--- config.mk ---
export PLATFORM = sky130hd
export DESIGN_NAME = ectv_div
export DESIGN_NICKNAME = d
export VERILOG_FILES = /design/src/ectv_pkg.sv /design/src/ectv_div.sv
export SDC_FILE = /design/constraint.sdc
export NUM_CORES = 1
export LEC_CHECK = 0
export ABC_AREA = 1
export BUFFER_PORTS_ARGS = -buffer_cell sky130_fd_sc_hd__buf_4
export CORE_ASPECT_RATIO = 1.75
export CORE_MARGIN = 3
export CORE_UTILIZATION = 35
export DETAILED_ROUTE_END_ITERATION = 7
export GPL_ROUTABILITY_DRIVEN = 0
export PLACE_DENSITY = 0.55
export SLEW_MARGIN = 15
export SYNTH_ARGS = -nofsm -noshare
export SYNTH_HDL_FRONTEND = slang
export SYNTH_SLANG_ARGS = --single-unit
--- constraint.sdc ---
create_clock -name clk_i -period 5.3 [get_ports clk_i]
set_input_delay 1.06 -clock clk_i [delete_from_list [all_inputs] [get_ports clk_i]]
set_output_delay 1.06 -clock clk_i [all_outputs]
set_load 0.005 [all_outputs]
--- src/ectv_pkg.sv ---
// ----------------------------------------------------------------------------
// Encoder tick counter package
// Shared widths, reset values, operation codes and controller states.
// ----------------------------------------------------------------------------
`default_nettype none

package ectv_pkg;

  localparam int unsigned COUNT_WIDTH_DEF = 32;
  localparam int unsigned SCALE_W         = 24;
  localparam int unsigned TIME_W          = 64;
  localparam int unsigned OUT_W           = 32;
  localparam int unsigned FUNC_W          = 2;

  localparam logic [SCALE_W-1:0] SCALE_RESET = SCALE_W'(1292526);

  // Operation codes of an input beat. The unused code reads the count.
  localparam logic [FUNC_W-1:0] FUNC_EDGE = 2'd0;
  localparam logic [FUNC_W-1:0] FUNC_READ = 2'd1;
  localparam logic [FUNC_W-1:0] FUNC_VEL  = 2'd2;

  localparam logic [OUT_W-1:0] VEL_MAX = 32'h7FFF_FFFF;
  localparam logic [OUT_W-1:0] VEL_MIN = 32'h8000_0000;

  typedef enum logic [1:0] {
    ST_IDLE,
    ST_MUL,
    ST_DIV,
    ST_DONE
  } state_e;

endpackage

`default_nettype wire

--- src/ectv_div.sv ---
// ----------------------------------------------------------------------------
// Serial divider
// Restoring division, one quotient bit per cycle, with overflow flag.
// ----------------------------------------------------------------------------
`default_nettype none

module ectv_div import ectv_pkg::*; #(
  parameter int unsigned NW = COUNT_WIDTH_DEF + SCALE_W,
  parameter int unsigned DW = TIME_W,
  parameter int unsigned QW = OUT_W
) (
  input  wire logic           clk_i,
  input  wire logic           rst_ni,
  input  wire logic           start_i,
  input  wire logic [NW-1:0]  dividend_i,
  input  wire logic [DW-1:0]  divisor_i,
  output logic                done_o,
  output logic [QW-1:0]       quot_o,
  output logic                ovf_o
);

  localparam int unsigned CNT_W = $clog2(NW + 1);

  logic              busy_q;
  logic [CNT_W-1:0]  cnt_q;
  logic [NW-1:0]     dvd_q;
  logic [DW-1:0]     rem_q, rem_d;
  logic [QW-1:0]     q_q;
  logic              ovf_q;
  logic [DW:0]       trial;
  logic [DW:0]       diff;
  logic              ge;
  logic              last;

  always_comb begin
    trial = {rem_q, dvd_q[NW-1]};
    diff  = trial - {1'b0, divisor_i};
    ge    = (trial >= {1'b0, divisor_i});
    // The remainder stays below the divisor, so it fits in DW bits.
    rem_d = ge ? diff[DW-1:0] : trial[DW-1:0];
  end

  assign last = (cnt_q == CNT_W'(NW));

  always_ff @(posedge clk_i or negedge rst_ni) begin
    if (!rst_ni) begin
      busy_q <= 1'b0;
      cnt_q  <= '0;
    end else if (start_i) begin
      busy_q <= 1'b1;
      cnt_q  <= '0;
    end else if (busy_q) begin
      if (last) begin
        busy_q <= 1'b0;
      end else begin
        cnt_q <= cnt_q + 1'b1;
      end
    end
  end

  // Quotient bits shifted past the top mark the result as out of range.
  always_ff @(posedge clk_i) begin
    if (start_i) begin
      dvd_q <= dividend_i;
      rem_q <= '0;
      q_q   <= '0;
      ovf_q <= 1'b0;
    end else if (busy_q && !last) begin
      dvd_q <= {dvd_q[NW-2:0], 1'b0};
      rem_q <= rem_d;
      q_q   <= {q_q[QW-2:0], ge};
      ovf_q <= ovf_q | q_q[QW-1];
    end
  end

  assign done_o = busy_q && last;
  assign quot_o = q_q;
  assign ovf_o  = ovf_q;

  a_done_busy : assert property (@(posedge clk_i) disable iff (!rst_ni)
    done_o |=> !busy_q || start_i)
    else $error("divider stays busy after done");

endmodule

`default_nettype wire

== After elaboration in Yosys (flattened, before gate mapping) ==
Index checks and enable logic that the tools add are counted.

* Shift-type cells: 0
* Divide/modulo/power cells: 0
* $add $sub $neg: 2
* Multiplexer cells: 9
* Equality and inequality tests: 2
* Bitwise logic cells: 1
* Order comparisons: 1
* Reduce and logical (&&, ||, !) cells: 6
* $mul: 0

{| class="wikitable"
|+ Operators by type and width
! operator !! number
|-
| $mux 56 || 2
|-
| $ge 65x64->1 || 1
|-
| $mux 64 || 1
|-
| $sub 64x64->64 || 1
|-
| $mux 6 || 3
|-
| $add 6x1->6 const B || 1
|-
| $eq 6x6->1 const B || 1
|-
| $reduce_bool 2->1 || 2
|-
| $mux 1 || 3
|-
| $logic_and 1x1->1 || 2
|-
| $ne 2x2->1 const B || 1
|-
| $reduce_and 2->1 || 1
|-
| $logic_not 1->1 || 1
|-
| $or 1x1->1 || 1
|}

* Word-level logic and storage cells: 27
* Bits in writable memories: 0
* Bits in registers: 160
* Memories: 0
* Latch bits: 0
* ROM bits: 0
* Bits of input ports: 123
* Output and inout bits: 34

== Logic depth before layout (Yosys ltp) ==
* Depth after elaboration: 5
* Depth in mapped cells: 20
* Gate-level depth less buffers: 18

== Worst setup path after synthesis ==
No wires, ideal clock.

* Kind: input to register
* From: input port start_i
* To: register dvd_q[0], enable pin
* Library setup time: 0.443 ns
* Path buffers: 2
* Data required time: 4.857 ns
* Setup slack: 1.579 ns
* Data arrival time: 3.277 ns
* Cell stages on the path: 4
* Cells stage by stage: clkbuf_1 nor2_2 inv_2 clkbuf_1

* Longest elaborated chain between the ends: 1

{| class="wikitable"
|+ Ends and longest elaborated chain
! what !! line !! RTL
|-
| start, declared || ectv_div.sv:14 || <nowiki>input wire logic start_i,</nowiki>
|-
| $reduce_bool 2->1 (no source line) || n/a ||
|-
| end signal, assigned || ectv_div.sv:64 || <nowiki>dvd_q <= dividend_i;</nowiki>
|-
| end signal, assigned || ectv_div.sv:69 || <nowiki>dvd_q <= {dvd_q[NW-2:0], 1'b0};</nowiki>
|-
| end, declared || ectv_div.sv:26 || <nowiki>logic [NW-1:0] dvd_q;</nowiki>
|}

No other way between the ends.
A chain may end at the register's enable or synchronous reset.

== Final worst setup path ==
* From: input port divisor_i[9]
* To: register rem_q[53]

* Longest elaborated chain between the ends: 2
* Elaborated cells between the ends (all ways): 3
* Those cells by class: 1 x add/sub; 1 x order compare; 1 x mux

{| class="wikitable"
|+ Ends and longest elaborated chain
! what !! line !! RTL
|-
| start, declared || ectv_div.sv:16 || <nowiki>input wire logic [DW-1:0] divisor_i,</nowiki>
|-
| $sub 64x64->64 / $ge 65x64->1 (equally long branches) || ectv_div.sv:37, ectv_div.sv:38 ||
|-
| $mux 64 * || ectv_div.sv:40 || <nowiki>rem_d = ge ? diff[DW-1:0] : trial[DW-1:0];</nowiki>
|-
| end signal, assigned || ectv_div.sv:70 || <nowiki>rem_q <= rem_d;</nowiki>
|-
| end, declared || ectv_div.sv:27 || <nowiki>logic [DW-1:0] rem_q, rem_d;</nowiki>
|}

Mark *: on every way between the ends. The rest lies on a longest branch, timed or not.

==> results by group <==
Layout
  • Share of cells above drive strength 1: 10.7%
  • Final instance area: 15200 µm²
  • Area of the multi-input gates: 7290 µm²
  • Nets@finish: 2533
  • Antenna diodes: 0
  • Filler cells: 4184
  • Register Area: 3800 µm²
  • Area Overhead vs Synth: 16.7%

Critical path
  • FF-to-FF path depth: 16
  • Setup slack, reg-to-reg: 2.15 ns
  • Largest fanout on the critical path: 34
  • Worst R2R End: rem_q[53]$_SDFFE_PP0P_
  • Setup crit end kind: flip-flop
  • CP arrival: 3.90 ns
  • CP Launch Point: divisor_i[9]
  • WP data required: 5.69 ns
  • CP endpoint: rem_q[53]$_SDFFE_PP0P_
  • Critical Path Start Type: primary input
  • Crit Path Class: primary input to flip-flop
  • Worst reg2reg path startpoint: rem_q[8]$_SDFFE_PP0P_

Floorplanning
  • Die height: 261 µm
  • # IOs: 157
  • Core Region: 36400 µm²
  • Chip Width: 152 µm
  • Die ar.: 39600 µm²
  • Row cnt: 92
  • Starting Density: 35.8%

Route
  • Initial drt markers: 639
  • Antenna viol nets, final: 0
  • Final WL: 42200 µm
  • Vias per cell: 4.67
  • Total number of vias: 13200
  • DRC: 0
  • DRT Pass-1 Iters: 7
  • Drt wl/cell: 14.9 µm

STA
  • Hold Fails Final Rpt: 0
  • Final setup vio count: 0
  • Min Clock Period, post-route: 3.51 ns
  • Sum of negative setup slack: 0 ns
  • Slew Viols, Final: 0
  • Fmax: 285 MHz
  • Period utilization: 66.2%
  • Post-Route Skew: 0.0140 ns
  • Hold slack: 0.409 ns
  • RSZ-0062 raised after global routing: false
  • Worst slew pin tran: 0.940 ns
  • Slew margin rel.: 37.3%

Clock network
  • Setup bufs post-CTS: 0
  • Clock slew at reported path FFs: 0.07 ns
  • CTS tree: built
  • Clock sinks: 160
  • CTS Hold Buffers Added: 0
  • Post_cts resized: 0
  • H-tree depth: 4
  • TritonCTS buffer count: 17
  • Worst-Skew Late Latency: 0.46 ns
  • CTS Buffer Depth: 2
  • Root Buffer Master: clkbuf_16

Global route
  • Vias in the first global route: 13000
  • Total gr overflow: 0
  • Maximum number of pins on one net before global-route repair: 64
  • Initial antenna violation count: 0
  • All-Layer GR Usage: 21.5%
  • First-pass GRT wire length: 66400 µm

Power and ir drop
  • Comb pwr share: 52.1%
  • NetSw: 2.96 mW
  • VDD IR max: 0.216 mV
  • Power density over the cells: 410 nW/µm²
  • Sw Ratio: 47.5%
  • Register share of total power: 26.7%
  • Int Power: 3.27 mW
  • Clock power frac: 21.2%
  • LEAKAGE: 8.81 nW
  • Pwr Total: 6.23 mW

Logic synthesis
  • Top FF cell, synth: dfxtp_1
  • Syn nets: 2402
  • Avg Cell Area, Syn: 5.89 µm²
  • Synth warn: 0
  • Mapped cell area: 13000 µm²
  • Register bit total from synthesis: 160
  • Seq/Total Area, Yosys: 29.2%
  • Gate Count Post-Synth: 2212
  • Ys async rst share: 4.38%
  • Unique masters post-synth: 37
  • Post-synth EDFFs: 56

Placement
  • DP HPWL: 34400 µm
  • Placed Area: 14600 µm²
  • IO buf count: 156

Run status
  • Status: complete, no violations

Min path
  • HP Class: primary input to async pin

Flow run
  • Max-cap violations: 0
[logic make-up after synthesis]
kind of cell / after synthesis / share of synthesized area (%)
flops: 160 / 29.2
fa+ha+maj: 67 / 6.50
xor+xnor: 30 / 2.02
buf+inv: 499 / 15.0
compound gates: 110 / 4.72
simple gates: 1346 / 42.6
[through the flow]
stage	std cells	utilization (%)	setup WS, ns
6_report	2826	41.8	1.79
2_1_floorplan	2212	-	1.58
5_1_grt	2826	41.8	1.55
4_1_cts	2826	41.8	1.81
3_3_place_gp	2794	40.1	1.34
3_5_place_dp	2794	40.1	1.33
[cells in the mapped netlist, types with 2 or more instances]
library cell / instances / share of area (%)
nor2_4: 6 / 0.52
a21o_1: 2 / 0.12
nand2_2: 20 / 0.96
o21ai_0: 21 / 0.81
nor3_1: 13 / 0.50
dfrtp_1: 7 / 1.3
xnor2_1: 2 / 0.13
and3_1: 2 / 0.096
o22ai_1: 30 / 1.4
nor2_1: 99 / 2.9
inv_1: 431 / 12
a21oi_1: 48 / 1.8
nand3b_1: 30 / 1.7
nand4_1: 20 / 0.96
o21bai_1: 6 / 0.35
ha_1: 66 / 6.3
inv_2: 13 / 0.37
nor4_1: 2 / 0.096
buf_2: 14 / 0.54
edfxtp_1: 56 / 13
clkinv_1: 4 / 0.12
and2_1: 5 / 0.24
nand2_1: 1011 / 29
buf_6: 7 / 0.61
dfxtp_1: 97 / 15
clkbuf_1: 23 / 0.66
o21ai_1: 2 / 0.077
nor2_2: 14 / 0.67
buf_1: 6 / 0.17
nand3_1: 121 / 4.7
xor2_1: 28 / 1.9
[per-layer routing]
layer	wire, µm	share of wire [%]	GRT usage, %	up-vias
li1	-	-	-	6929
met1	15200	36	21.7	5811
met2	22100	52	40.0	326
met3	2050	4.9	3.77	123
met4	2810	6.6	13.6	0
met5	0	0	0	-
[flip-flops by register name, summed over array words and instances, names as in the netlist]
signal	count
rem_q	64
ovf_o	1
dvd_q	56
busy_q	1
quot_o	32
cnt_q	6
[layout by cell type (no fill, tap or decap), types with 2 or more instances in the layout]
cell        count
o22ai_1        30
a21oi_1        48
clkinvlp_4      2
o21ai_0        21
and3_1          2
inv_8           7
nor3_1         13
dfrtp_1         7
o21ai_1         2
clkinv_1        4
o21bai_1        6
edfxtp_1       56
ha_1           66
nand4_1        20
inv_1         431
inv_2          12
buf_4         163
nand3b_1       30
nand2_2        20
nand3_1       121
and2_1          5
clkinv_4        2
nor2_4          8
clkinv_8        2
nor2_1         98
nor2_2         13
xnor2_1         2
clkbuf_16      17
nor4_1          2
a21o_1          2
xor2_1         28
dfxtp_1        97
nand2_1      1011
[power groups by stage]
stage / registers [mW] / clock network (mW) / logic [mW]
2_1_floorplan: 1.64 / 0 / 2.43
3_3_place_gp: 1.68 / 0 / 3.24
3_5_place_dp: 1.68 / 0 / 3.24
4_1_cts: 1.66 / 1.35 / 3.26
5_1_grt: 1.69 / 1.40 / 3.69
6_report: 1.66 / 1.32 / 3.24
[cell type report]
class / instances / share of cell area [%]
multi-input combinational: 1553 / 48.0
inverter: 448 / 11.1
timing repair buffer: 163 / 8.06
clock inverter: 15 / 1.20
clock buffer: 17 / 2.80
tap: 470 / 3.87
sequential: 160 / 25.0
[critical path, stage by stage]
cell and delay (ns):
buf_4 0.07, inv_1 0.03, ha_1 0.36, nand2_1 0.11, nor2_1 0.24, nand2_1 0.16, inv_1 0.09, nand2_2 0.05
nand2_2 0.16, nand2_2 0.11, nand2_2 0.11, nand2_2 0.35, nand2_2 0.17, buf_4 0.36, nand2_2 0.21, nand2_1 0.11
nand2_1 0.05, nand2_1 0.05
[how the worst min path moves through the flow]
stage	to	slack, ns	depth (start not counted)
2_1_floorplan	rem_q[33]$_SDFFE_PP0P_	0.44	2
3_3_place_gp	ovf_o$_SDFFE_PP0P_	0.44	2
3_5_place_dp	ovf_o$_SDFFE_PP0P_	0.46	2
4_1_cts	cnt_q[2]$_DFFE_PN0P_	0.39	1
5_1_grt	cnt_q[5]$_DFFE_PN0P_	0.39	1
6_report	cnt_q[5]$_DFFE_PN0P_	0.41	1
Note: power is estimated with default switching activity, not from simulation.
