`src/ectv_pkg.sv`:
```
// ----------------------------------------------------------------------------
// Encoder tick counter package
// Shared widths, reset values, operation codes and controller states.
// ----------------------------------------------------------------------------
`default_nettype none

package ectv_pkg;

  localparam int unsigned COUNT_WIDTH_DEF = 32;
  localparam int unsigned SCALE_W         = 24;
  localparam int unsigned TIME_W          = 64;
  localparam int unsigned OUT_W           = 32;
  localparam int unsigned FUNC_W          = 2;

  localparam logic [SCALE_W-1:0] SCALE_RESET = SCALE_W'(1292526);

  // Operation codes of an input beat. The unused code reads the count.
  localparam logic [FUNC_W-1:0] FUNC_EDGE = 2'd0;
  localparam logic [FUNC_W-1:0] FUNC_READ = 2'd1;
  localparam logic [FUNC_W-1:0] FUNC_VEL  = 2'd2;

  localparam logic [OUT_W-1:0] VEL_MAX = 32'h7FFF_FFFF;
  localparam logic [OUT_W-1:0] VEL_MIN = 32'h8000_0000;

  typedef enum logic [1:0] {
    ST_IDLE,
    ST_MUL,
    ST_DIV,
    ST_DONE
  } state_e;

endpackage

`default_nettype wire

```
`src/ectv_mul.sv`:
```
// ----------------------------------------------------------------------------
// Serial multiplier
// Shift-and-add product, one multiplier bit per cycle.
// ----------------------------------------------------------------------------
`default_nettype none

module ectv_mul import ectv_pkg::*; #(
  parameter int unsigned CW = COUNT_WIDTH_DEF,
  parameter int unsigned SW = SCALE_W
) (
  input  wire logic           clk_i,
  input  wire logic           rst_ni,
  input  wire logic           start_i,
  input  wire logic [CW-1:0]  mcand_i,
  input  wire logic [SW-1:0]  mplier_i,
  output logic                done_o,
  output logic [CW+SW-1:0]    product_o
);

  localparam int unsigned CNT_W = $clog2(SW + 1);

  logic              busy_q;
  logic [CNT_W-1:0]  cnt_q;
  logic [CW-1:0]     mcand_q;
  logic [CW+SW-1:0]  p_q, p_d;
  logic [CW:0]       sum;
  logic              last;

  // The upper part accumulates while the multiplier bits shift out below.
  always_comb begin
    sum = {1'b0, p_q[CW+SW-1:SW]} + (p_q[0] ? {1'b0, mcand_q} : '0);
    p_d = {sum, p_q[SW-1:1]};
  end

  assign last = (cnt_q == CNT_W'(SW));

  always_ff @(posedge clk_i or negedge rst_ni) begin
    if (!rst_ni) begin
      busy_q <= 1'b0;
      cnt_q  <= '0;
    end else if (start_i) begin
      busy_q <= 1'b1;
      cnt_q  <= '0;
    end else if (busy_q) begin
      if (last) begin
        busy_q <= 1'b0;
      end else begin
        cnt_q <= cnt_q + 1'b1;
      end
    end
  end

  always_ff @(posedge clk_i) begin
    if (start_i) begin
      mcand_q <= mcand_i;
      p_q     <= {{CW{1'b0}}, mplier_i};
    end else if (busy_q && !last) begin
      p_q <= p_d;
    end
  end

  assign done_o    = busy_q && last;
  assign product_o = p_q;

  a_done_busy : assert property (@(posedge clk_i) disable iff (!rst_ni)
    done_o |=> !busy_q || start_i)
    else $error("multiplier stays busy after done");

endmodule

`default_nettype wire

```
`config.mk`:
```
export PLATFORM = sky130hd
export DESIGN_NAME = ectv_mul
export DESIGN_NICKNAME = d
export VERILOG_FILES = /design/src/ectv_pkg.sv /design/src/ectv_mul.sv
export SDC_FILE = /design/constraint.sdc
export NUM_CORES = 1
export LEC_CHECK = 0
export ABC_AREA = 1
export BUFFER_PORTS_ARGS = -buffer_cell sky130_fd_sc_hd__buf_2
export CAP_MARGIN = 40
export CORE_UTILIZATION = 40
export DETAILED_ROUTE_END_ITERATION = 16
export PLACE_DENSITY = 0.69
export SLEW_MARGIN = 15
export SYNTH_ARGS = -nofsm -noshare
export SYNTH_HDL_FRONTEND = slang
export SYNTH_SLANG_ARGS = --single-unit
```
`constraint.sdc`:
```
create_clock -name clk_i -period 2.15 [get_ports clk_i]
set_input_delay 0.43 -clock clk_i [delete_from_list [all_inputs] [get_ports clk_i]]
set_output_delay 0.43 -clock clk_i [all_outputs]
set_load 0.1 [all_outputs]
```
-- Yosys cells after proc, flatten, opt, wreduce, memory -nomap -nowiden
Cells that the tools add are included.
- register bits after elaboration: 94
- bits of input ports: 59
- logic and storage cells: 24
- add/subtract/negate cells: 2
- equality and inequality tests: 2
- muxes and demuxes: 9
- reductions and logical operators: 6
- operators with widths (cell ; number):
    24-bit two-way mux ; 2
    32-bit by 32-bit adder with 33-bit output ; 1
    32-bit two-way mux ; 1
    5-bit two-way mux ; 3
    5-bit by 1-bit adder with 5-bit output (second input constant) ; 1
    5-bit equality test (second input constant) ; 1
    2-bit nonzero test ; 2
    1-bit two-way mux ; 3
    1-bit logical AND ; 2
    2-bit != test (second input constant) ; 1
    2-bit AND reduction ; 1
    1-bit logical NOT ; 1

-- Logic depth before layout (Yosys ltp)
Gate-level depths: netlist (run 1).
- word-level depth: 5
- gate-level depth with buffers: 16
- gate-level depth less buffers: 15

-- Least setup slack after synthesis (run 1)
No wires, ideal clock.
- kind: flip-flop to flip-flop
- start: register p_q[0] (netlist: product_o[0])
- end: register p_q[47] (netlist: product_o[47])
- data arrival time: 2.577 ns
- required time: 2.041 ns
- setup slack: -0.536 ns
- stages on the path, launching flop included: 16
- buffers on the path: 1
- period minus slack after synthesis: 2.686 ns
- cell sequence: edfxtp_1 > clkbuf_1 > nand2_1 > inv_1 > ha_1 > fa_1 > nand3_1 > nand3_1 > nand2_1 > nand2_1 > nand2_1 > nand3_2 > nand2_1 > nand3_1 > nand2_1 > inv_1
- cells in the longest elaborated chain, start to end: 2
- RTL lines (what ; RTL line ; text):
    from (decl) ; ectv_mul.sv:25 ; logic [CW+SW-1:0] p_q, p_d;
    from (signal assigned) ; ectv_mul.sv:56 ; p_q <= {{CW{1'b0}}, mplier_i};
    from (signal assigned) ; ectv_mul.sv:58 ; p_q <= p_d;
    32-bit two-way mux ; ectv_mul.sv:31 ; sum = {1'b0, p_q[CW+SW-1:SW]} + (p_q[0] ? {1'b0, mcand_q} : '0);
    32-bit by 32-bit adder with 33-bit output ; ectv_mul.sv:31 ;
Every way passes these cells.
A chain may end at the register's enable or synchronous reset.

-- Final worst setup path (run 1)
- start: register p_q[0] (netlist: product_o[0])
- end: register p_q[53] (netlist: product_o[53])
Same word-level chain as after synthesis.

==> impl_metrics.csv, run 1 <==
group,metric,value,unit
synth,yosys.area.top_type,"edfxtp_1",
synth,yosys.area.top_type_share,27.3,%
finish,multi_input_area,3410,µm²
placed_design,post_dp_cell_area,7360,µm²
floorplanning,rows,45,
outcome,violations,"negative setup slack",
sta,rsz0062_at_grt,"true",
worst_hold_path,hold_path_depth,1,
synth,synth_edf_count,56,
drt,routed_wl,15600,µm
worst_hold_path,hp-start,"mcand_i[10]",
synth,synthFlopType,"edfxtp_1",
finish,final_cells,1220,
placed_design,gp_congestion,0.932,
synth,yosysMostFrequentCell,"nand2_1",
setup_path,critPathKind,"reg2reg",
synth,synthesis.area,6170,µm²
synth,synth_common_cells,"337 x nand2_1, 179 x inv_1, 100 x nor2_1, 56 x edfxtp_1, 40 x nand3_1",
floorplanning,start_util,40.7,%
setup_path,crit_path_frequent_cell,"nand2_1",
sta,clock.fmax,460,MHz
grt,grt_pass1_vias,5425,
synth,async_reset_ff_share,6.38,%
setup_path,cp.arrival,2430,ps
drt,viasPerCell,4.67,
outcome,status,"finished, violations left",
clocking,cts_buffer_depth,2,
finish,drive_gt1_share,25.3,%
setup_path,r2r_setup_slack,-20,ps
finish,num-nets-final,1121,
grt,grt_pass1_wl,26000,µm
sta,finalSetupViolations,3,
job,maxCapViolations,0,
setup_path,critPathLaunchType,"register",
setup_path,cp.depth,14,
sta,finalClockSkew,13.9,ps
synth,synth_seq_cells,94,
floorplanning,pin_count,116,
sta,period_share,101,%
sta,slew_viol_final,0,
grt,grt_max_degree,84,
grt,overflow,0,
clocking,numCtsBuffers,9,
grt,antenna_found_initial,0,
setup_path,crit_chain,"buf_12, nand2_1, inv_1, ha_1, nand2_1, inv_1, a21oi_1, nand2_1, a21oi_2, nand2_1, nand2_1, nand3_1, nand2_1, inv_1",
drt,wl_per_cell,12.8,µm
power_and_ir_drop,p_per_area,815,nW/µm²
power_and_ir_drop,vdd_drop_max,0.459,mV
floorplanning,core,15100,µm²
synth,synthDistinctLibCells,35,
sta,max_slew_margin,66.2,%
drt,drc,0,
sta,fin_crit,2170,ps
setup_path,critPathTopFamily,"simple AND/OR/NAND/NOR gates",
sta,finalHoldViolCount,0,
floorplanning,die_area,15900,µm²
synth,ys_top_cells_by_area,"edfxtp_1 27%, nand2_1 21%, inv_1 11%",
synth,synth_warnings,0,
placed_design,dp_cells,1203,
finish,fillers,1511,
finish,final_area,7840,µm²
drt,firstDrtPassIters,5,
setup_path,end_kind,"register",
grt,grt_usage,20.6,%
setup_path,critPathSlowestCell,"edfxtp_1",
floorplanning,die_w,126,µm
setup_path,cp_max_fo,33,
worst_hold_path,min_to,"mcand_q[10]",
worst_hold_path,min_path_type,"in2reg",
clocking,clk_pin_slew,70,ps
finish,areaGrowthSynthToFinish,27.0,%
setup_path,critical_path_required,2410,ps
finish,seq_area,2470,µm²
power_and_ir_drop,leakagePower,4.48,nW
finish,antenna_cells,0,
placed_design,portBuffers,115,
drt,vias,5692,
sta,fin_ws,-22.6,ps
synth,ys_seq_area_share,40.1,%
setup_path,reg2reg_depth,14,
setup_path,crit_path_max_incr_delay,410,ps
floorplanning,die_y,126,µm
drt,ant_nets,0,
clocking,cts-htree-levels,3,
clocking,clk_latency,360,ps
placed_design,place_hpwl,11600,µm
drt,drt_iter0_drc,361,
setup_path,r2r_end,"product_o[53]",
clocking,cts_tree,"built",
synth,syn_nets,998,
setup_path,crit_buf_inv,4,
synth,postSynthAreaPerCell,6.82,µm²
sta,worst_pin_slew,511,ps
setup_path,reg2reg_from,"product_o[0]",
synth,synthCells,904,
clocking,clock_sinks,94,
clocking,cts_root_buffer,"clkbuf_16",
[sequential cells by signal (all words and copies together), names as in the netlist]
| name | count |
|---|---|
| busy_q | 1 |
| cnt_q | 5 |
| mcand_q | 32 |
| product_o | 56 |
[layer usage]
metal	track usage (%)	wire (µm)	up-vias
li1	-	-	2983
met2	33.6	7100	153
met4	6.38	286	0
met1	25.8	7110	2536
met3	6.71	1100	20
met5	0	0	-
[stage by stage]
stage | power (mW) | TNS (ps) | setup WS, ps | util, % | hold WS (ps)
6_report | 6.39 | -30.0 | -22.6 | 51.7 | 242
5_1_grt | 6.72 | -1730 | -177 | 51.7 | 227
4_1_cts | 6.36 | 0 | 3.29 | 50.7 | 235
3_5_place_dp | 4.74 | -11.6 | -11.6 | 48.6 | 267
3_3_place_gp | 4.73 | -2.60 | -2.60 | 48.6 | 262
2_1_floorplan | 4.24 | -9620 | -412 | - | 134
[layout make-up]
class	instances	area share, %
Clock buffer	11	2.97
Clock inverter	5	0.750
Inverter	181	8.67
Multi-Input combinational cell	611	43.6
Sequential cell	94	31.5
Tap cell	188	3.00
Timing Repair Buffer	130	9.51
[cells in the final DEF (no fill, tap or decap), drive strengths merged, types with 3 or more instances in the layout]
cell type  synthesis  routed
nand2            344     344
inv              180     181
buf                6     129
nor2             105     105
edfxtp            56      56
nand3             46      46
ha                34      34
dfxtp             32      32
a21oi             25      25
o21ai             23      23
xor2              11      11
clkbuf            11      11
nor3               7       7
dfrtp              6       6
nand4              4       4
o21bai             4       4
xnor2              3       3
clkinv             1       3
[report_power, final]
group / internal, mW / switching [mW] / total, mW
clock network: 0.905 / 0.701 / 1.61
logic: 0.664 / 1.83 / 2.50
registers: 2.12 / 0.169 / 2.28
[how the worst max path moves through the flow]
stage,from,end,slack [ps]
after floorplan,product_o[0],product_o[47],-410
after global routing,product_o[0],product_o[43],-180
after detailed placement,product_o[0],product_o[53],-10
final,product_o[0],product_o[53],-20
after global placement,product_o[0],product_o[50],-3
after CTS,product_o[0],product_o[53],3
[cell families after synthesis]
logic type | after synthesis | synth area share (%)
DFF | 94 | 40.1
buffers and inverters | 199 | 12.5
xor gates and xnor gates | 14 | 1.99
and+or+nand+nor | 507 | 33.4
adders and majority gates | 35 | 7.22
AOI/OAI and AO/OA | 55 | 4.81
[timing repair]
| item | CTS | global route |
|---|---|---|
| hold buffers | 1 | 0 |
| pin swaps | 0 | 1 |
| buffers inserted | 0 | 0 |
| setup endpoints to repair | 4 | 22 |
| gates resized for setup | 4 | 41 |
| endpoints found under the hold margin | 6 | 0 |
No activity file was read; power rests on OpenSTA's default activity.
==> run 2: changes to the inputs <==
--- a/config.mk
+++ b/config.mk
@@ -8,9 +8,10 @@
 export ABC_AREA = 1
 export BUFFER_PORTS_ARGS = -buffer_cell sky130_fd_sc_hd__buf_2
 export CAP_MARGIN = 40
-export CORE_UTILIZATION = 40
+export CORE_ASPECT_RATIO = 0.7
+export CORE_UTILIZATION = 30
 export DETAILED_ROUTE_END_ITERATION = 16
-export PLACE_DENSITY = 0.69
+export PLACE_DENSITY = 0.56
 export SLEW_MARGIN = 15
 export SYNTH_ARGS = -nofsm -noshare
 export SYNTH_HDL_FRONTEND = slang
==> run 2 against run 1 <==
The run still ends with negative setup slack left. Worst hold slack got worse by 7.0 ps. Clock power up 6%. Die area increased by 33%. Setup slack worse by 110 ps. Core utilization down 8.4 points. Count of clock-buffer cells in the layout unchanged.
==> impl_metrics.csv, run 2 (same netlist as run 1, synthesis figures left out) <==
group,metric,value,unit
outcome,status,"finished, violations left",
outcome,violations,"negative setup slack",
clocking,cts-htree-levels,3,
worst_hold_path,min_to,"mcand_q[27]",
setup_path,critPathLaunchType,"register",
floorplanning,die_w,173,µm
finish,areaGrowthSynthToFinish,40.2,%
sta,rsz0062_at_grt,"true",
sta,holdWs,235,ps
floorplanning,die_y,122,µm
finish,layout_commonest_cell,"nand2_1",
floorplanning,rows,43,
job,maxCapViolations,0,
grt,antenna_found_initial,0,
grt,grt_pass1_wl,28200,µm
grt,grt_usage,17.3,%
setup_path,critPathKind,"reg2reg",
power_and_ir_drop,vdd_drop_max,0.521,mV
setup_path,end_kind,"register",
sta,slew_viol_final,0,
setup_path,crit_path_max_incr_delay,410,ps
drt,vias,5825,
setup_path,cp_max_fo,7,
drt,drt_iter0_drc,344,
sta,finalSetupViolations,12,
finish,num-nets-final,1150,
worst_hold_path,min_path_type,"in2reg",
clocking,clock_sinks,94,
worst_hold_path,hold_path_depth,1,
drt,wl_per_cell,13.8,µm
sta,fin_ws,-128,ps
clocking,cts_tree,"built",
clocking,cts_buffer_depth,2,
setup_path,critical_path_required,2410,ps
drt,viasPerCell,4.38,
finish,mostFrequentLayoutCells,"263 x nand2_1, 152 x inv_1, 112 x buf_2",
sta,max_slew_margin,66.6,%
placed_design,dp_slack,-58.9,ps
drt,firstDrtPassIters,5,
clocking,numCtsBuffers,9,
clocking,clk_latency,370,ps
setup_path,crit_path_frequent_cell,"nand3_4",
finish,antenna_cells,0,
power_and_ir_drop,leakagePower,4.74,nW
drt,drc,0,
setup_path,reg2reg_from,"product_o[0]",
floorplanning,core,20000,µm²
grt,overflow,0,
setup_path,cp.arrival,2540,ps
floorplanning,pin_count,116,
finish,drive_gt1_share,35.2,%
setup_path,crit_chain,"buf_6, buf_12, nand2_4, inv_2, ha_4, fa_2, nand3_2, nand3_4, nand3_4, nand3_4, buf_6, xor2_1, o21ai_1, inv_1",
sta,fin_crit,2280,ps
setup_path,crit_buf_inv,5,
finish,largest_reg_flops,56,
floorplanning,die_area,21200,µm²
drt,ant_nets,0,
setup_path,critPathSlowestCell,"edfxtp_1",
sta,period_share,106,%
setup_path,critPathTopFamily,"adder cells",
worst_hold_path,hp-start,"mcand_i[27]",
power_and_ir_drop,power,6.84,mW
clocking,clk_pin_slew,70,ps
placed_design,portBuffers,115,
grt,grt_max_degree,84,
sta,finalHoldViolCount,0,
power_and_ir_drop,p_per_area,791,nW/µm²
setup_path,r2r_end,"product_o[35]",
sta,worst_pin_slew,505,ps
sta,finalClockSkew,11.4,ps
sta,clock.fmax,439,MHz
placed_design,gp_congestion,0.891,
grt,grt_pass1_vias,5447,
setup_path,reg2reg_depth,14,
placed_design,place_hpwl,13000,µm
clocking,cts_root_buffer,"clkbuf_16",
floorplanning,start_util,30.9,%
drt,routed_wl,18300,µm
setup_path,r2r_setup_slack,-130,ps
==> run 2: area by class of cell <==
type | instances | area (µm²)
Fill cell | 2049 | 11300
Timing Repair Buffer | 159 | 1040
Multi-Input combinational cell | 611 | 3820
Tap cell | 270 | 338
Sequential cell | 94 | 2470
Inverter | 181 | 687
Clock inverter | 5 | 65.1
Clock buffer | 11 | 233
==> run 2: repair_timing <==
action                     CTS  global route
resized for setup           42           134
hold endpoints to repair     6             0
setup endpoints to repair   12            29
setup buffers                5             5
pin swaps                    8            22
gates cloned                 2             0
hold buffers                 1             0
==> run 2: worst max path at each step <==
stage	startpoint	slack [ps]	endpoint	depth (start not counted)
4_1_cts	product_o[0]	-40	product_o[43]	16
5_1_grt	product_o[0]	-210	product_o[35]	14
6_report	product_o[0]	-130	product_o[35]	14
2_1_floorplan	product_o[0]	-410	product_o[47]	15
3_3_place_gp	product_o[0]	-50	product_o[53]	14
3_5_place_dp	product_o[0]	-60	product_o[49]	13
==> run 2: power by group <==
| part | switching, mW | internal (mW) | total, mW |
|---|---|---|---|
| clock network | 0.784 | 0.922 | 1.71 |
| logic | 2.00 | 0.846 | 2.84 |
| registers | 0.180 | 2.11 | 2.29 |
==> run 2: routing by layer <==
layer / global-route usage (%) / up-vias / wire length [µm]
met2: 26.0 / 136 / 7870
li1: - / 3061 / -
met1: 24.5 / 2616 / 9260
met3: 4.59 / 12 / 1070
met5: 0 / - / 0
met4: 3.87 / 0 / 140
==> run 2: stage by stage <==
step | util [%] | cell area, µm² | TNS (ps) | cells
after floorplan | - | 6500 | -9620 | 904
after global placement | 38.1 | 7610 | -162 | 1304
after detailed placement | 38.1 | 7610 | -284 | 1304
after CTS | 40.7 | 8130 | -158 | 1328
after global routing | 43.3 | 8650 | -2880 | 1331
final | 43.3 | 8650 | -406 | 1331
